`src/hw/rtl/gmig_pkg.sv`:
```
// Package with widths, codes and stage types of the grid mesh index generator.
`timescale 1ns / 1ps
`default_nettype none

package gmig_pkg;

	localparam int ACT_W = 2;
	localparam int ROW_W = 7;
	localparam int SLOT_W = 8;
	localparam int SUB_W = 7;
	localparam int VTX_W = 13;
	localparam int PROD_W = ROW_W + SLOT_W;
	localparam int CFG_IDX_W = 1;
	localparam int CFG_DATA_W = SUB_W;

	localparam int DEFAULT_MAX_SUB = 64;
	localparam logic [SUB_W-1:0] SUB_RESET = SUB_W'(8);
	localparam logic MODE_RESET = 1'b1;

	localparam logic [CFG_IDX_W-1:0] CFG_SUBDIVISION = CFG_IDX_W'(0);
	localparam logic [CFG_IDX_W-1:0] CFG_PATTERN_MODE = CFG_IDX_W'(1);

	typedef enum logic [ACT_W-1:0] {
		ACT_TRIANGLE = 2'd0,
		ACT_HLINE_EDGE = 2'd1,
		ACT_BETWEEN_EDGE = 2'd2
	} act_t;

	typedef struct packed {
		logic err;
		act_t act;
		logic [ROW_W-1:0] row;
		logic [SLOT_W-1:0] slot;
		logic [SUB_W-1:0] sub;
		logic mode;
	} req_t;

	typedef struct packed {
		req_t req;
		logic [VTX_W-1:0] row_lines;
		logic [VTX_W-1:0] row_tris;
		logic [VTX_W-1:0] sub_tris;
	} prod_t;

	typedef struct packed {
		logic error;
		logic [VTX_W-1:0] vertex_a;
		logic [VTX_W-1:0] vertex_b;
		logic [VTX_W-1:0] vertex_c;
		logic [VTX_W-1:0] tri_first;
		logic [VTX_W-1:0] tri_second;
		logic tri_second_valid;
		logic boundary;
		logic diagonal;
	} res_t;

endpackage

`default_nettype wire

```
`src/hw/rtl/gmig_front.sv`:
```
// First stage: effective subdivision, range check and request register.
`timescale 1ns / 1ps
`default_nettype none

module gmig_front
	import gmig_pkg::*;
#(
	parameter int MAX_SUBDIVISION = DEFAULT_MAX_SUB
) (
	input  wire logic              clk,
	input  wire logic              arst_n,
	input  wire logic              en,
	input  wire logic              in_valid,
	input  wire logic [ACT_W-1:0]  action,
	input  wire logic [ROW_W-1:0]  row,
	input  wire logic [SLOT_W-1:0] slot,
	input  wire logic [SUB_W-1:0]  sub_cfg,
	input  wire logic              mode_cfg,
	output logic                   valid_s1,
	output req_t                   req_s1
);

	logic [SUB_W-1:0] sub_eff;
	logic [SLOT_W-1:0] tris;
	logic err;

	always_comb begin
		sub_eff = sub_cfg;
		if (sub_eff == '0) begin
			sub_eff = SUB_W'(1);
		end
		if (int'(sub_eff) > MAX_SUBDIVISION) begin
			sub_eff = SUB_W'(MAX_SUBDIVISION);
		end
		tris = {sub_eff, 1'b0};
		unique case (act_t'(action))
			ACT_TRIANGLE:     err = !((row < sub_eff) && (slot < tris));
			ACT_HLINE_EDGE:   err = !((row <= sub_eff) && (slot < {1'b0, sub_eff}));
			ACT_BETWEEN_EDGE: err = !((row < sub_eff) && (slot <= tris));
			default:          err = 1'b1;
		endcase
	end

	always_ff @(posedge clk or negedge arst_n) begin
		if (!arst_n) begin
			valid_s1 <= 1'b0;
		end else if (en) begin
			valid_s1 <= in_valid;
		end
	end

	always_ff @(posedge clk) begin
		if (en) begin
			req_s1.err <= err;
			req_s1.act <= act_t'(action);
			req_s1.row <= row;
			req_s1.slot <= slot;
			req_s1.sub <= sub_eff;
			req_s1.mode <= mode_cfg;
		end
	end

endmodule

`default_nettype wire

```
`src/hw/rtl/gmig_mult.sv`:
```
// Second stage: row and subdivision products for vertex and triangle bases.
`timescale 1ns / 1ps
`default_nettype none

module gmig_mult
	import gmig_pkg::*;
(
	input  wire logic clk,
	input  wire logic arst_n,
	input  wire logic en,
	input  wire logic valid_s1,
	input  req_t      req_s1,
	output logic      valid_s2,
	output prod_t     prod_s2
);

	logic [PROD_W-1:0] lines;
	logic [PROD_W-1:0] tris;
	logic [PROD_W-1:0] row_lines;
	logic [PROD_W-1:0] row_tris;
	logic [PROD_W-1:0] sub_tris;

	always_comb begin
		lines = PROD_W'(req_s1.sub) + PROD_W'(1);
		tris = PROD_W'({req_s1.sub, 1'b0});
		row_lines = PROD_W'(req_s1.row) * lines;
		row_tris = PROD_W'(req_s1.row) * tris;
		sub_tris = PROD_W'(req_s1.sub) * tris;
	end

	always_ff @(posedge clk or negedge arst_n) begin
		if (!arst_n) begin
			valid_s2 <= 1'b0;
		end else if (en) begin
			valid_s2 <= valid_s1;
		end
	end

	always_ff @(posedge clk) begin
		if (en) begin
			prod_s2.req <= req_s1;
			prod_s2.row_lines <= row_lines[VTX_W-1:0];
			prod_s2.row_tris <= row_tris[VTX_W-1:0];
			prod_s2.sub_tris <= sub_tris[VTX_W-1:0];
		end
	end

endmodule

`default_nettype wire

```
`src/hw/rtl/gmig_assemble.sv`:
```
// Third stage: vertex and adjacency selection into the output register.
`timescale 1ns / 1ps
`default_nettype none

module gmig_assemble
	import gmig_pkg::*;
(
	input  wire logic clk,
	input  wire logic arst_n,
	input  wire logic en,
	input  wire logic valid_s2,
	input  prod_t     prod_s2,
	output logic      valid_s3,
	output res_t      res_s3
);

	logic [VTX_W-1:0] sub13;
	logic [VTX_W-1:0] lines13;
	logic [VTX_W-1:0] tris13;
	logic [VTX_W-1:0] col13;
	logic [VTX_W-1:0] slot13;
	logic [VTX_W-1:0] col2;
	logic [VTX_W-1:0] slot2;
	logic [VTX_W-1:0] ul;
	logic [SLOT_W-2:0] col;
	logic flip_col;
	logic flip_slot;
	res_t res;

	always_comb begin
		col = prod_s2.req.slot[SLOT_W-1:1];
		sub13 = VTX_W'(prod_s2.req.sub);
		lines13 = sub13 + VTX_W'(1);
		tris13 = sub13 << 1;
		col13 = VTX_W'(col);
		slot13 = VTX_W'(prod_s2.req.slot);
		col2 = col13 << 1;
		slot2 = slot13 << 1;
		ul = prod_s2.row_lines + col13;
		flip_col = prod_s2.req.mode && col[0];
		flip_slot = prod_s2.req.mode && prod_s2.req.slot[0];
		res = '0;
		if (prod_s2.req.err) begin
			res.error = 1'b1;
		end else begin
			case (prod_s2.req.act)
				ACT_TRIANGLE: begin
					if (!flip_col) begin
						res.vertex_a = ul;
						if (!prod_s2.req.slot[0]) begin
							res.vertex_b = ul + lines13;
							res.vertex_c = ul + lines13 + VTX_W'(1);
						end else begin
							res.vertex_b = ul + lines13 + VTX_W'(1);
							res.vertex_c = ul + VTX_W'(1);
						end
					end else begin
						res.vertex_a = ul + VTX_W'(1);
						if (!prod_s2.req.slot[0]) begin
							res.vertex_b = ul;
							res.vertex_c = ul + lines13;
						end else begin
							res.vertex_b = ul + lines13;
							res.vertex_c = ul + lines13 + VTX_W'(1);
						end
					end
					res.tri_first = prod_s2.row_tris + slot13;
				end
				ACT_HLINE_EDGE: begin
					res.vertex_a = prod_s2.row_lines + slot13;
					res.vertex_b = prod_s2.row_lines + slot13 + VTX_W'(1);
					if (prod_s2.req.row == '0) begin
						res.boundary = 1'b1;
						res.tri_first = slot2 + VTX_W'(!flip_slot);
					end else if (prod_s2.req.row == prod_s2.req.sub) begin
						res.boundary = 1'b1;
						res.tri_first = prod_s2.sub_tris - tris13 + slot2 + VTX_W'(flip_slot);
					end else begin
						res.tri_first = prod_s2.row_tris - tris13 + slot2 + VTX_W'(flip_slot);
						res.tri_second = prod_s2.row_tris + slot2 + VTX_W'(!flip_slot);
						res.tri_second_valid = 1'b1;
					end
				end
				ACT_BETWEEN_EDGE: begin
					if (!prod_s2.req.slot[0]) begin
						res.vertex_a = ul;
						res.vertex_b = ul + lines13;
						if (col == '0) begin
							res.boundary = 1'b1;
							res.tri_first = prod_s2.row_tris;
						end else if (col == prod_s2.req.sub) begin
							res.boundary = 1'b1;
							res.tri_first = prod_s2.row_tris + tris13 - VTX_W'(1);
						end else begin
							res.tri_first = prod_s2.row_tris + col2 - VTX_W'(1);
							res.tri_second = prod_s2.row_tris + col2;
							res.tri_second_valid = 1'b1;
						end
					end else begin
						if (!flip_col) begin
							res.vertex_a = ul;
							res.vertex_b = ul + lines13 + VTX_W'(1);
						end else begin
							res.vertex_a = ul + VTX_W'(1);
							res.vertex_b = ul + lines13;
						end
						res.diagonal = 1'b1;
						res.tri_first = prod_s2.row_tris + col2;
						res.tri_second = prod_s2.row_tris + col2 + VTX_W'(1);
						res.tri_second_valid = 1'b1;
					end
				end
				default: begin
					res.error = 1'b1;
				end
			endcase
		end
	end

	always_ff @(posedge clk or negedge arst_n) begin
		if (!arst_n) begin
			valid_s3 <= 1'b0;
		end else if (en) begin
			valid_s3 <= valid_s2;
		end
	end

	always_ff @(posedge clk) begin
		if (en) begin
			res_s3 <= res;
		end
	end

endmodule

`default_nettype wire

```
`src/hw/rtl/grid_mesh_index_generator_top.sv`:
```
// Top level of the grid mesh index generator: configuration and stage handshake.
//
// Requests enter on the in_valid/in_ready channel with action, row and slot;
// each request yields exactly one result on the out_valid/out_ready channel.
// A transfer happens on a rising edge with valid and ready both high.
// The block is a three stage pipeline: range check, products of the row
// with the grid size, then vertex and triangle selection into the output
// register. A request passes the request, product and output registers before
// out_valid. One request is taken every cycle unless the receiver stalls.
// When the receiver stalls, each stage holds only while the stage after it
// is full, so bubbles close up and up to three results wait inside. The user
// must write subdivision and pattern mode on cfg_we/cfg_index/cfg_wdata only
// while the pipeline is empty; the block does not enforce it. Asynchronous reset
// empties the pipeline, sets subdivision to eight, pattern mode to alternating.
`timescale 1ns / 1ps
`default_nettype none

module grid_mesh_index_generator_top
	import gmig_pkg::*;
#(
	parameter int MAX_SUBDIVISION = DEFAULT_MAX_SUB
) (
	input  wire logic                  clk,
	input  wire logic                  arst_n,
	input  wire logic                  cfg_we,
	input  wire logic [CFG_IDX_W-1:0]  cfg_index,
	input  wire logic [CFG_DATA_W-1:0] cfg_wdata,
	input  wire logic                  in_valid,
	output logic                       in_ready,
	input  wire logic [ACT_W-1:0]      action,
	input  wire logic [ROW_W-1:0]      row,
	input  wire logic [SLOT_W-1:0]     slot,
	output logic                       out_valid,
	input  wire logic                  out_ready,
	output logic                       error,
	output logic [VTX_W-1:0]           vertex_a,
	output logic [VTX_W-1:0]           vertex_b,
	output logic [VTX_W-1:0]           vertex_c,
	output logic [VTX_W-1:0]           tri_first,
	output logic [VTX_W-1:0]           tri_second,
	output logic                       tri_second_valid,
	output logic                       boundary,
	output logic                       diagonal
);

	logic [SUB_W-1:0] sub_q;
	logic mode_q;
	logic en1;
	logic en2;
	logic en3;
	logic valid_s1;
	logic valid_s2;
	logic valid_s3;
	req_t req_s1;
	prod_t prod_s2;
	res_t res_s3;

	always_ff @(posedge clk or negedge arst_n) begin
		if (!arst_n) begin
			sub_q <= SUB_RESET;
			mode_q <= MODE_RESET;
		end else if (cfg_we) begin
			unique case (cfg_index)
				CFG_SUBDIVISION:  sub_q <= cfg_wdata;
				CFG_PATTERN_MODE: mode_q <= cfg_wdata[0];
				default: ;
			endcase
		end
	end

	assign en3 = !valid_s3 || out_ready;
	assign en2 = !valid_s2 || en3;
	assign en1 = !valid_s1 || en2;
	assign in_ready = en1;

	gmig_front #(
		.MAX_SUBDIVISION(MAX_SUBDIVISION)
	) u_front (
		.clk(clk),
		.arst_n(arst_n),
		.en(en1),
		.in_valid(in_valid),
		.action(action),
		.row(row),
		.slot(slot),
		.sub_cfg(sub_q),
		.mode_cfg(mode_q),
		.valid_s1(valid_s1),
		.req_s1(req_s1)
	);

	gmig_mult u_mult (
		.clk(clk),
		.arst_n(arst_n),
		.en(en2),
		.valid_s1(valid_s1),
		.req_s1(req_s1),
		.valid_s2(valid_s2),
		.prod_s2(prod_s2)
	);

	gmig_assemble u_assemble (
		.clk(clk),
		.arst_n(arst_n),
		.en(en3),
		.valid_s2(valid_s2),
		.prod_s2(prod_s2),
		.valid_s3(valid_s3),
		.res_s3(res_s3)
	);

	assign out_valid = valid_s3;
	assign error = res_s3.error;
	assign vertex_a = res_s3.vertex_a;
	assign vertex_b = res_s3.vertex_b;
	assign vertex_c = res_s3.vertex_c;
	assign tri_first = res_s3.tri_first;
	assign tri_second = res_s3.tri_second;
	assign tri_second_valid = res_s3.tri_second_valid;
	assign boundary = res_s3.boundary;
	assign diagonal = res_s3.diagonal;

endmodule

`default_nettype wire

```
`config.mk`:
```
export PLATFORM = sky130hd
export DESIGN_NAME = grid_mesh_index_generator_top
export DESIGN_NICKNAME = d
export VERILOG_FILES = /design/src/hw/rtl/gmig_pkg.sv /design/src/hw/rtl/gmig_front.sv /design/src/hw/rtl/gmig_mult.sv /design/src/hw/rtl/gmig_assemble.sv /design/src/hw/rtl/grid_mesh_index_generator_top.sv
export SDC_FILE = /design/constraint.sdc
export NUM_CORES = 1
export LEC_CHECK = 0
export BUFFER_PORTS_ARGS = -buffer_cell sky130_fd_sc_hd__buf_2
export CORE_AREA = 2 2 181 254
export CTS_CLUSTER_SIZE = 30
export DETAILED_ROUTE_END_ITERATION = 12
export DIE_AREA = 0 0 183 256
export GPL_ROUTABILITY_DRIVEN = 0
export PLACE_DENSITY = 0.61
export SLEW_MARGIN = 0
export SYNTH_ARGS = -nofsm -noshare
export SYNTH_HDL_FRONTEND = slang
export SYNTH_SLANG_ARGS = --single-unit
```
`constraint.sdc`:
```
create_clock -name clk -period 7.3 [get_ports clk]
set_input_delay 1.825 -clock clk [delete_from_list [all_inputs] [get_ports clk]]
set_output_delay 1.825 -clock clk [all_outputs]
set_load 0.02 [all_outputs]
```
Yosys cells after proc, flatten, opt, wreduce, memory -nomap -nowiden
Index checks and enable logic that the tools add are counted.
{"block": "totals", "reg_bits": 169, "inputBits": 30}
{"block": "op_classes", "n_addsub": 23, "multipliers": 3, "order_cmp": 6, "eq_ne": 6, "muxes": 27, "bitwise": 3, "n_reduce_logical": 25}
{"operator": "2-to-1 mux 26 bit", "n": 4}
{"operator": "one-hot mux 26 bit (3 select lines)", "n": 1}
{"operator": "2-to-1 mux 14 bit", "n": 4}
{"operator": "adder 13 x 1 -> 13 bit (second input constant)", "n": 4}
{"operator": "adder 13 x 8 -> 13 bit", "n": 4}
{"operator": "2-to-1 mux 13 bit", "n": 4}
{"operator": "adder 13 x 1 -> 13 bit", "n": 3}
{"operator": "adder 13 x 9 -> 13 bit", "n": 3}
{"operator": "2-to-1 mux 39 bit", "n": 1}
{"operator": "one-hot mux 13 bit (3 select lines)", "n": 1}
{"operator": "one-hot mux 15 bit (2 select lines)", "n": 1}
{"operator": "2-to-1 mux 27 bit", "n": 1}
{"operator": "subtractor 13 x 1 -> 13 bit (second input constant)", "n": 2}
{"operator": "subtractor 13 x 8 -> 13 bit", "n": 2}
{"operator": "multiplier 7 x 7 -> 12 bit", "n": 2}
{"operator": "zero test 7 bit", "n": 3}
{"operator": "adder 7 x 1 -> 8 bit (second input constant)", "n": 2}
{"operator": "multiplier 7 x 15 -> 13 bit", "n": 1}
{"operator": "equality test 7 bit", "n": 2}
{"operator": "2-to-1 mux 7 bit", "n": 2}
{"operator": "adder 13 bit", "n": 1}
{"operator": "adder 13 x 7 -> 13 bit", "n": 1}
{"operator": "adder 9 x 1 -> 10 bit", "n": 1}
{"operator": "less-or-equal comparator 8 bit", "n": 1}
{"operator": "other kinds (17)", "n": 42}

Logic depth before layout (Yosys ltp)
Gate-level depths: netlist of the first run.
{"block": "logic_depth", "ltp_word": 8, "mapped_depth": 23}

Hierarchy
A second synthesis of the first run with hierarchy kept.
{"block": "unflattened", "cells_unflattened": 2031, "area_unflattened_um2": 18459.0}
{"module": "gmig_assemble", "n_inst": 1, "cells_each": 1354, "area_per_inst_um2": 10571.4}
{"module": "gmig_mult", "n_inst": 1, "cells_each": 557, "area_per_inst_um2": 6173.4}
{"module": "gmig_front", "n_inst": 1, "cells_each": 98, "area_per_inst_um2": 1343.8}
{"module": "grid_mesh_index_generator_top", "n_inst": 1, "cells_each": 22, "area_per_inst_um2": 370.4}

Least setup slack after synthesis of the first run
Ideal clock, no wire load.
{"block": "synth_timing", "kind": "reg2reg", "from": "register, netlist name u_front.req_s1[1]", "to": "register, netlist name u_mult.prod_s2[38]", "arrival_time_ns": 4.853, "setup_slack_ns": 2.187, "path_stages_with_launch": 21, "period_less_slack_ns": 5.113, "path_cell_list": "edfxtp_1 clkbuf_1 clkbuf_1 inv_1 ha_1 nand2b_1 fa_1 fa_1 fa_1 inv_1 fa_1 ha_1 inv_1 o21bai_1 a21oi_1 nor2b_1 o21a_1 o21ai_0 nand2b_1 a21oi_1 xnor2_1"}
{"block": "synth_between", "elab_chain_len": 2}
{"element": "adder 7 x 1 -> 8 bit", "line": "gmig_mult.sv:24", "rtl": "lines = PROD_W'(req_s1.sub) + PROD_W'(1);"}
{"element": "multiplier 7 x 15 -> 13 bit", "line": "gmig_mult.sv:26", "rtl": "row_lines = PROD_W'(req_s1.row) * lines;"}
{"element": "named net u_mult.row_lines[12]", "line": "gmig_mult.sv:19", "rtl": "logic [PROD_W-1:0] row_lines;"}
The timed path passes the listed nets, and every way through them passes these cells.
A chain may end at the register's enable or synchronous reset.

Final worst setup path of the first run
{"block": "layout_timing", "from": "register, netlist name u_front.req_s1[2]", "to": "register, netlist name u_mult.prod_s2[38]"}
{"block": "layout_between", "elab_chain_len": 2}
{"element": "adder 7 x 1 -> 8 bit", "line": "gmig_mult.sv:24"}
{"element": "multiplier 7 x 15 -> 13 bit", "line": "gmig_mult.sv:26"}
{"element": "named net u_mult.row_lines[12]", "line": "gmig_mult.sv:19"}
The timed path passes the listed nets, and every way through them passes these cells.

==> impl_metrics.csv, run 1 <==
group,metric,value,unit
status,status,"completed",
grt,grtUsageTotal,0.198,
grt,grt_max_degree,67,
floorplan,die_y,256,um
placed_design,pre_cts_ws,1.64,ns
setup_path,cp-end-kind,"flip-flop",
timing,maxSlewViolCount,0,
timing,maxSlewHeadroom,0.215,
clocking,cts_tree,"built",
logic_synthesis,yosysSeqAreaShare,0.282,
timing,hold_viol,0,
setup_path,cp_max_fo,17,
floorplan,rows,92,
setup_path,r2r.worst_path.cells,21,
route,vias_per_cell,5.57,
setup_path,max_stage_delay,0.67,ns
clocking,clock_sinks,167,
route,num_vias,14300,
route,drc,0,
logic_synthesis,synthesis.area,0.0176,mm2
logic_synthesis,syn_nets,2223,
logic_synthesis,synthCells,1928,
timing,hold_slack,0.421,ns
power_and_ir_drop,powerDensity,461,mW/mm2
power_and_ir_drop,p_int,4.40,mW
layout,multi_input_area,0.0116,mm2
power_and_ir_drop,ir_drop,0.198,mV
timing,fin_crit_sh,0.784,
placed_design,dp_hpwl,36.2,mm
clocking,insertion_delay,0.46,ns
logic_synthesis,yosysTopAreaCell,"edfxtp_1",
floorplan,start_util,0.394,
setup_path,crit_buf_inv,3,
layout,regArea,0.00496,mm2
power_and_ir_drop,swShare,0.504,
setup_path,cp.required,7.50,ns
timing,setup_tns,0,ns
layout,fillers,4399,
layout,finalNetCount,2288,
route,firstDrtPassIters,9,
timing,setup_violations,0,
logic_synthesis,synth_top_cell_area_share,0.267,
setup_path,path_depth,21,
setup_path,crit_arrival,5.92,ns
logic_synthesis,synth_cell_types,94,
clocking,cts_htree_levels,4,
logic_synthesis,yosysMostFrequentCell,"inv_1",
power_and_ir_drop,p_seq_frac,0.184,
timing,worstMarginPinSlew,1.17,ns
route,finalWirelength,46.3,mm
placed_design,io_buffers,100,
clocking,cts_hold_buf,0,
logic_synthesis,ys.flop_type,"edfxtp_1",
logic_synthesis,ys_top_cells_by_area,"edfxtp_1, ha_1, fa_1",
layout,layout.cells.non_filler,2570,
clocking,cts-resized-gates,0,
power_and_ir_drop,leakagePower,8.43,nW
min_path,hp-class,"reg -> reg",
clocking,cts_setup_buffers,0,
timing,fmax,0.175,GHz
layout,drive_above_1_share,0.0997,
clocking,root_buffer,"clkbuf_16",
timing,finClkSkew,0.0147,ns
grt,grt_pass1_wl,74.3,mm
min_path,worst_hold_path.num_cells,0,
timing,fin_ws,1.58,ns
timing,rsz0062_at_grt,"no",
grt,grt-ovfl-total,0,
power_and_ir_drop,p_switching,4.46,mW
route,routedWlPerCell,18.0,um
grt,grt_pass1_vias,14300,
logic_synthesis,ys_ff_latch,167,
placed_design,placed_cells_incl_taps,2538,
setup_path,critPathLaunchType,"flip-flop",
clocking,cts_made_buffers,17,
floorplan,core-area,0.0447,mm2
power_and_ir_drop,share_comb_of_total_power,0.713,
run,maxCapViolCount,0,
clocking,path_clk_slew,0.08,ns
floorplan,fp.dieW,183,um
timing,layout_min_cycle_time,5.72,ns
setup_path,ff2ff_setup_slack,1.58,ns
setup_path,path_cells,"ha_1 -> nand3_1 -> xnor2_1 -> nand2_1 -> fa_1 -> inv_1 -> ha_1 -> inv_1 -> fa_1 -> fa_1 -> inv_1 -> ha_1 -> a21oi_1 -> o21bai_1 -> a21oi_1 -> nor2b_1 -> o21a_1 -> o21ai_0 -> nand2b_1 -> a21oi_1 -> xnor2_1",
logic_synthesis,syn_avg_cell_area,9.12,um2
logic_synthesis,ys_warn_count,0,
setup_path,cp_slowest_cell,"edfxtp_1",
logic_synthesis,async_reset_ff_frac,0.0659,
logic_synthesis,synth_edf_count,156,
setup_path,path_class,"reg -> reg",
layout,antenna_cells,0,
grt,antenna_found_initial,0,
power_and_ir_drop,clockPowerShare,0.103,
floorplan,ioPinCount,101,
route,drt_iter0_drc,1169,
clocking,cts_buffer_depth,2,
setup_path,cpLargestDelayFamily,"adder cells",
floorplan,dieArea,0.0468,mm2
logic_synthesis,synth_commonest_cells,"inv_1, nand2_1, ha_1",
layout,area_growth_syn_to_layout,9.43,%
route,ant_nets,0,
## routing by layer
layer  track usage  up-vias  share of wire
met5             0        -              0
met4        0.0882        0          0.038
met3        0.0275       96          0.042
met2         0.354      434           0.51
met1         0.235     6902           0.41
li1              -     6885              -
## placed cells by master (no fill, tap or decap), types with 6 or more instances in the layout
cell | Yosys | routed
inv_1 | 199 | 199
nand2_1 | 194 | 194
ha_1 | 180 | 180
edfxtp_1 | 156 | 156
nor2_1 | 153 | 153
xnor2_1 | 121 | 121
a21oi_1 | 100 | 100
buf_2 | 2 | 100
fa_1 | 85 | 85
o21ai_0 | 82 | 82
xor2_1 | 54 | 54
and2_1 | 51 | 51
nor3_1 | 38 | 38
nand3_1 | 35 | 35
nor2b_1 | 26 | 26
a21o_1 | 24 | 24
a211oi_1 | 23 | 23
and3_1 | 22 | 22
buf_4 | 4 | 22
nand2b_1 | 22 | 21
o21bai_1 | 20 | 20
o21a_1 | 20 | 20
o211ai_1 | 19 | 19
a22oi_1 | 19 | 19
clkbuf_16 | 0 | 17
o22ai_1 | 15 | 15
a222oi_1 | 14 | 14
a221oi_1 | 10 | 10
mux2_2 | 9 | 9
nand4_1 | 9 | 9
dfrtp_1 | 9 | 9
nor4_1 | 9 | 8
mux2i_1 | 8 | 8
or3_1 | 7 | 7
a211o_1 | 6 | 6
## metrics by stage
stage          power [mW]  instance area (um2)  utilization
4_1_cts              8.84                19200        0.431
2_1_floorplan        6.49                17600            -
5_1_grt              9.64                19200        0.431
3_3_place_gp         7.71                18700        0.418
6_report             8.86                19200        0.431
3_5_place_dp         7.87                18700        0.418
## registers in the layout, summed over array words and instances (netlist names)
name and cells:
u_front.req_s1 26, sub_q 7, u_assemble.valid_s3 1, mode_q 1, u_mult.valid_s2 1, u_front.valid_s1 1, u_assemble.res_s3 69, u_mult.prod_s2 61
## worst reg2reg max path: stages (launching register included)
cell      delay, ns
edfxtp_1       0.67
ha_1           0.40
nand3_1        0.13
xnor2_1        0.56
nand2_1        0.17
fa_1           0.52
inv_1          0.04
ha_1           0.27
inv_1          0.05
fa_1           0.50
fa_1           0.55
inv_1          0.05
ha_1           0.33
a21oi_1        0.22
o21bai_1       0.09
a21oi_1        0.22
nor2b_1        0.08
o21a_1         0.18
o21ai_0        0.14
nand2b_1       0.07
a21oi_1        0.17
xnor2_1        0.08
## path summary, 6_finish.rpt
| check | end | start |
|---|---|---|
| max | u_mult.prod_s2[38] | u_front.req_s1[2] |
| min | u_mult.prod_s2[50] | u_front.req_s1[11] |
| max reg2reg | u_mult.prod_s2[38] | u_front.req_s1[2] |
| min reg2reg | u_mult.prod_s2[50] | u_front.req_s1[11] |
| max in group asynchronous | mode_q | arst_n |
| min in group asynchronous | u_front.valid_s1 | arst_n |
## power groups by stage
stage / Combinational (mW) / Clock (mW) / Sequential (mW)
after global routing: 7.01 / 0.967 / 1.66
after floorplan: 4.89 / 0 / 1.61
final: 6.32 / 0.910 / 1.63
after detailed placement: 6.22 / 0 / 1.65
after CTS: 6.28 / 0.932 / 1.63
after global placement: 6.06 / 0 / 1.65
## final cells by class
| cell class | count | area share |
|---|---|---|
| sequential | 167 | 0.258 |
| clock buffer | 18 | 0.0223 |
| inverter | 201 | 0.0392 |
| tap | 564 | 0.0367 |
| multi-input combinational | 1484 | 0.601 |
| timing repair buffer | 122 | 0.0346 |
| clock inverter | 14 | 0.00794 |
## cells by family (layout without fill, tap and decap cells)
kind of cell | count (synthesis) | in the layout | share of synthesized area
simple gates | 598 | 598 | 0.165
compound gates | 421 | 421 | 0.161
buf+inv | 277 | 355 | 0.0606
fa+ha+maj | 267 | 267 | 0.226
xor+xnor | 181 | 181 | 0.0948
flops | 167 | 167 | 0.282
mux | 17 | 17 | 0.0103
(Power assumes the default switching activity.)
==> inputs of run 2 (changes only) <==
==> constraint.sdc (replaced) <==
create_clock -name clk -period 5.6 [get_ports clk]
set_input_delay 1.4 -clock clk [delete_from_list [all_inputs] [get_ports clk]]
set_output_delay 1.4 -clock clk [all_outputs]
set_load 0.02 [all_outputs]
==> impl_metrics.csv, run 2 (synthesis gave the netlist of run 1 again) <==
group,metric,value,unit
status,status,"completed",
clocking,path_clk_slew,0.09,ns
setup_path,crit_arrival,5.30,ns
layout,area_growth_syn_to_layout,10.6,%
timing,rsz0062_at_grt,"no",
floorplan,ioPinCount,101,
timing,setup_tns,0,ns
min_path,whs_endpoint,"u_mult.prod_s2[51]",
setup_path,path_class,"reg -> reg",
layout,layout.cells.non_filler,2590,
grt,grt_max_degree,63,
layout,finalNetCount,2308,
setup_path,crit_buf_inv,3,
setup_path,cpLargestDelayFamily,"adder cells",
grt,grt_pass1_wl,76.4,mm
setup_path,r2r.worst_path.cells,21,
floorplan,fp.dieW,183,um
setup_path,cp.required,5.80,ns
route,routedWlPerCell,18.1,um
setup_path,cp_slowest_cell,"fa_1",
grt,antenna_found_initial,0,
timing,fmax,0.196,GHz
floorplan,dieArea,0.0468,mm2
grt,grt-ovfl-total,0,
layout,final_common_cell,"inv_1",
route,drc,0,
power_and_ir_drop,leakagePower,8.55,nW
floorplan,core-area,0.0447,mm2
route,drt_iter0_drc,1118,
min_path,worst_hold_path.num_cells,0,
min_path,worstHoldStart,"u_front.req_s1[12]",
setup_path,path_cells,"ha_1 -> nand3_1 -> xnor2_1 -> nand2_1 -> fa_1 -> inv_1 -> ha_1 -> inv_1 -> fa_1 -> fa_1 -> inv_1 -> ha_1 -> a21oi_1 -> o21bai_1 -> a21oi_1 -> nor2b_1 -> o21a_1 -> o21ai_0 -> nand2b_1 -> a21oi_1 -> xnor2_1",
setup_path,max_stage_delay,0.54,ns
layout,top_regs,"u_assemble.res_s3 x69, u_mult.prod_s2 x61, u_front.req_s1 x26",
layout,drive_above_1_share,0.110,
clocking,root_buffer,"clkbuf_16",
layout,layout_common_cells,"inv_1, nand2_1, ha_1",
timing,layout_min_cycle_time,5.10,ns
timing,hold_viol,0,
timing,maxSlewHeadroom,0.190,
clocking,cts_tree,"built",
layout,largest_reg_flops,69,
route,ant_nets,0,
setup_path,cp-end-kind,"flip-flop",
placed_design,dp_hpwl,37.3,mm
clocking,cts_buffer_depth,2,
layout,fillers,4344,
timing,fin_crit_sh,0.910,
setup_path,regToRegStartpoint,"u_front.req_s1[2]",
grt,grtUsageTotal,0.205,
floorplan,rows,92,
setup_path,path_depth,21,
setup_path,cp_max_fo,6,
route,finalWirelength,47.0,mm
floorplan,die_y,256,um
power_and_ir_drop,powerDensity,600,mW/mm2
timing,worstMarginPinSlew,1.21,ns
clocking,cts_made_buffers,17,
power_and_ir_drop,ir_drop,0.283,mV
timing,finClkSkew,0.0156,ns
clocking,cts_htree_levels,4,
placed_design,io_buffers,100,
floorplan,start_util,0.394,
setup_path,critPathLaunchType,"flip-flop",
layout,top_register,"u_assemble.res_s3",
min_path,hp-class,"reg -> reg",
route,vias_per_cell,5.56,
layout,antenna_cells,0,
timing,setup_violations,0,
timing,maxSlewViolCount,0,
route,firstDrtPassIters,7,
placed_design,placed_cells_incl_taps,2558,
setup_path,reg2reg_to,"u_mult.prod_s2[38]",
run,maxCapViolCount,0,
route,num_vias,14400,
clocking,clock_sinks,167,
clocking,insertion_delay,0.47,ns
grt,grt_pass1_vias,14600,
setup_path,ff2ff_setup_slack,0.50,ns
-- run 2: changes by cell type in the layout (fill, tap and decap cells not counted), sizes merged --
cell,previous run,this run
buf,122,142
clkbuf,18,17
clkinv,5,6
-- run 2: timing repair --
action,CTS,global route
hold buffers,0,0
endpoints found under the setup margin,0,1
setup buffers,0,0
gates resized for setup,0,2
-- run 2: stage by stage --
step	instance area (um2)	power, mW	worst slack (ns)	hold WS (ns)	util
after floorplan	17600	8.46	0.487	0.400	-
after detailed placement	18800	10.3	0.413	0.405	0.421
after CTS	19400	11.7	0.382	0.425	0.435
final	19400	11.7	0.503	0.420	0.435
after global routing	19400	12.8	0.0485	0.438	0.435
after global placement	18800	10.1	0.450	0.410	0.421
-- run 2: how the worst max path moves through the flow --
stage | start | endpoint
after floorplan | u_front.req_s1[1] | u_mult.prod_s2[38]
after global placement | u_front.req_s1[2] | u_mult.prod_s2[38]
after detailed placement | u_front.req_s1[2] | u_mult.prod_s2[38]
after CTS | u_front.req_s1[2] | u_mult.prod_s2[38]
after global routing | u_front.req_s1[2] | u_mult.prod_s2[38]
final | u_front.req_s1[2] | u_mult.prod_s2[38]
-- run 2: per-layer routing --
layer  up-vias  global-route usage  wire, um
li1       6918                   -         -
met3       106              0.0239      1970
met1      6938               0.239     18800
met4         0              0.0987      2070
met5         -                   0         0
met2       451               0.370     24100
-- run 2: area by class of cell --
| type | instances | area, um2 | share of cell area |
|---|---|---|---|
| multi-input cells | 1484 | 11600 | 0.595 |
| clock inverters | 15 | 204 | 0.0105 |
| inverters | 201 | 754 | 0.0388 |
| well taps | 564 | 706 | 0.0363 |
| flip-flops and latches | 167 | 4960 | 0.255 |
| clock buffers | 17 | 425 | 0.0219 |
| repair buffers | 142 | 816 | 0.0420 |
-- run 2: power breakdown --
group	leakage (nW)	internal, mW	switching [mW]
sequential	1.75	1.79	0.305
combinational	6.49	3.41	4.88
clock	0.305	0.621	0.658
==> inputs of run 3 (changes only) <==
--- a/config.mk
+++ b/config.mk
@@ -6,13 +6,14 @@
 export NUM_CORES = 1
 export LEC_CHECK = 0
 export BUFFER_PORTS_ARGS = -buffer_cell sky130_fd_sc_hd__buf_2
-export CORE_AREA = 2 2 181 254
+export CORE_AREA = 2 2 185 260
 export CTS_CLUSTER_SIZE = 30
 export DETAILED_ROUTE_END_ITERATION = 12
-export DIE_AREA = 0 0 183 256
+export DIE_AREA = 0 0 187 262
 export GPL_ROUTABILITY_DRIVEN = 0
 export PLACE_DENSITY = 0.61
 export SLEW_MARGIN = 0
 export SYNTH_ARGS = -nofsm -noshare
 export SYNTH_HDL_FRONTEND = slang
+export SYNTH_HIERARCHICAL = 1
 export SYNTH_SLANG_ARGS = --single-unit
==> impl_metrics.csv, run 3 <==
group,metric,value,unit
status,status,"completed",
clocking,cts_hold_buf,0,
setup_path,path_class,"reg -> reg",
power_and_ir_drop,powerDensity,601,mW/mm2
placed_design,io_buffers,100,
timing,fin_ws,0.372,ns
timing,worstMarginPinSlew,1.04,ns
route,ant_nets,0,
route,drt_iter0_drc,1400,
route,finalWirelength,51.8,mm
setup_path,r2r.worst_path.cells,16,
layout,finalNetCount,2406,
route,routedWlPerCell,18.9,um
grt,grtUsageTotal,0.211,
power_and_ir_drop,swShare,0.507,
grt,grt_pass1_vias,15200,
clocking,insertion_delay,0.47,ns
setup_path,crit_arrival,5.52,ns
logic_synthesis,yosysSeqAreaShare,0.269,
route,vias_per_cell,5.61,
layout,largest_reg_flops,69,
timing,setup_tns,0,ns
layout,layout_common_cells,"inv_1, ha_1, nand2_1",
logic_synthesis,yosysTopAreaCell,"edfxtp_1",
floorplan,die_y,262,um
clocking,cts_tree,"built",
power_and_ir_drop,leakagePower,8.84,nW
min_path,hp-class,"reg -> reg",
logic_synthesis,synth_cell_types,105,
setup_path,reg2reg_to,"u_assemble/res_s3[53]",
floorplan,start_util,0.395,
min_path,whs_endpoint,"u_mult/prod_s2[54]",
clocking,cts_setup_buffers,0,
timing,maxSlewViolCount,0,
floorplan,dieArea,0.0490,mm2
clocking,root_buffer,"clkbuf_16",
logic_synthesis,async_reset_ff_frac,0.0659,
power_and_ir_drop,p_seq_frac,0.178,
floorplan,core-area,0.0467,mm2
clocking,cts_made_buffers,17,
power_and_ir_drop,share_comb_of_total_power,0.725,
clocking,path_clk_slew,0.07,ns
timing,layout_min_cycle_time,5.23,ns
clocking,cts-resized-gates,0,
logic_synthesis,ys_top_cells_by_area,"edfxtp_1, ha_1, fa_1",
clocking,cts_htree_levels,4,
floorplan,fp.dieW,187,um
grt,grt-ovfl-total,0,
setup_path,max_stage_delay,0.61,ns
placed_design,pre_cts_ws,0.388,ns
grt,grt_max_degree,63,
layout,design_area,0.0202,mm2
placed_design,dpl_cell_area,0.0196,mm2
setup_path,cp_max_fo,7,
layout,fillers,4493,
timing,fmax,0.191,GHz
floorplan,ioPinCount,101,
timing,maxSlewHeadroom,0.306,
logic_synthesis,syn_avg_cell_area,9.09,um2
layout,top_register,"u_assemble/res_s3",
setup_path,ff2ff_setup_slack,0.37,ns
power_and_ir_drop,p_int,5.98,mW
setup_path,critPathLaunchType,"flip-flop",
placed_design,placed_cells_incl_taps,2708,
route,drc,0,
logic_synthesis,ys_warn_count,6,
timing,setup_violations,0,
layout,final_common_cell,"inv_1",
layout,area_growth_syn_to_layout,9.37,%
layout,layout.cells.non_filler,2740,
layout,top_regs,"u_assemble/res_s3 x69, u_mult/prod_s2 x61, u_front/req_s1 x26",
timing,rsz0062_at_grt,"no",
logic_synthesis,synth_commonest_cells,"inv_1, ha_1, nand2_1",
setup_path,cp-end-kind,"flip-flop",
timing,fin_crit_sh,0.934,
layout,antenna_cells,0,
clocking,clock_sinks,167,
min_path,worstHoldStart,"u_front/req_s1[15]",
clocking,cts_buffer_depth,2,
power_and_ir_drop,p_switching,6.16,mW
logic_synthesis,yosysMostFrequentCell,"inv_1",
logic_synthesis,ys_ff_latch,167,
power_and_ir_drop,p_total,12.1,mW
min_path,worst_hold_path.num_cells,0,
logic_synthesis,synth_top_cell_area_share,0.254,
setup_path,cp.required,5.89,ns
timing,finClkSkew,0.0188,ns
floorplan,rows,94,
timing,hold_viol,0,
route,firstDrtPassIters,6,
setup_path,path_cells,"ha_1 -> fa_1 -> a21oi_1 -> o21ai_0 -> a21oi_1 -> xnor2_1 -> ha_1 -> o21a_1 -> nor2_1 -> a31oi_1 -> xnor2_1 -> or4_4 -> or4_1 -> or3_1 -> a311o_1 -> a31oi_1",
setup_path,cp_slowest_cell,"or4_1",
setup_path,regToRegStartpoint,"u_mult/prod_s2[26]",
layout,drive_above_1_share,0.111,
run,maxCapViolCount,0,
power_and_ir_drop,clockPowerShare,0.098,
logic_synthesis,synthCells,2031,
power_and_ir_drop,ir_drop,0.306,mV
placed_design,dp_hpwl,41.4,mm
grt,antenna_found_initial,0,
route,num_vias,15400,
logic_synthesis,synth_edf_count,156,
logic_synthesis,synthesis.area,0.0185,mm2
logic_synthesis,ys.flop_type,"edfxtp_1",
grt,grt_pass1_wl,81.3,mm
[run 3: cell types whose count changed after synthesis, sizes merged, moves of 11 or more]
cell,before,now
buf,13,24
nand2,195,165
nor2b,26,51
nor2,153,142
a31oi,5,16
[run 3: power groups by stage]
stage               logic [mW]  clock network [mW]  registers (mW)
floorplan                 6.55                   0            2.19
global placement          8.44                   0            2.18
finish                    8.80                1.19            2.16
CTS                       8.68                1.22            2.16
detailed placement        8.63                   0            2.18
global route              9.73                1.26            2.20
[run 3: worst max path at each step]
stage               slack (ns)                from  cells past startpoint               endpoint
global placement          0.58  u_mult/prod_s2[26]                     16  u_assemble/res_s3[53]
detailed placement        0.39  u_mult/prod_s2[27]                     15  u_assemble/res_s3[53]
CTS                       0.38  u_mult/prod_s2[26]                     16  u_assemble/res_s3[53]
finish                    0.37  u_mult/prod_s2[26]                     16  u_assemble/res_s3[53]
floorplan                 0.38  u_mult/prod_s2[48]                     15  u_assemble/res_s3[53]
global route              0.07  u_mult/prod_s2[27]                     15  u_assemble/res_s3[53]
[run 3: logic make-up after synthesis]
family | after synthesis | synth area share
and+or+nand+nor | 631 | 0.172
AOI/OAI and AO/OA | 451 | 0.167
buffers and inverters | 293 | 0.0651
adders and majority gates | 277 | 0.223
xor gates and xnor gates | 188 | 0.0900
DFF | 167 | 0.269
muxes | 23 | 0.0148
other | 1 | 0.000203
[run 3: final cells by class]
| class | instances | area, um2 | share of cell area |
|---|---|---|---|
| clock buffers | 17 | 425 | 0.0211 |
| clock inverters | 15 | 149 | 0.00737 |
| inverters | 206 | 773 | 0.0383 |
| multi-input cells | 1573 | 12300 | 0.610 |
| flip-flops and latches | 167 | 4960 | 0.246 |
| well taps | 624 | 781 | 0.0387 |
| repair buffers | 138 | 786 | 0.0389 |
[run 3: through the flow]
step	utilization	hold slack, ns
finish	0.432	0.416
global route	0.432	0.432
CTS	0.432	0.419
detailed placement	0.420	0.405
global placement	0.420	0.404
floorplan	-	0.400
[run 3: metal layers]
layer  global-route usage  routed length, um  up-vias  share of wire
li1                     -                  -     7344              -
met3               0.0210               2010      123          0.039
met2                0.397              26800      480           0.52
met5                    0                  0        -              0
met1                0.232              20100     7431           0.39
met4                0.118               2880        0          0.056
[run 3: worst max-delay path, delay by kind of cell, from the launching register on]
kind | cells | cell delay (ns)
compound gates | 7 | 1.66
flops | 1 | 0.42
fa+ha+maj | 3 | 1.05
xor+xnor | 2 | 0.46
simple gates | 4 | 1.49
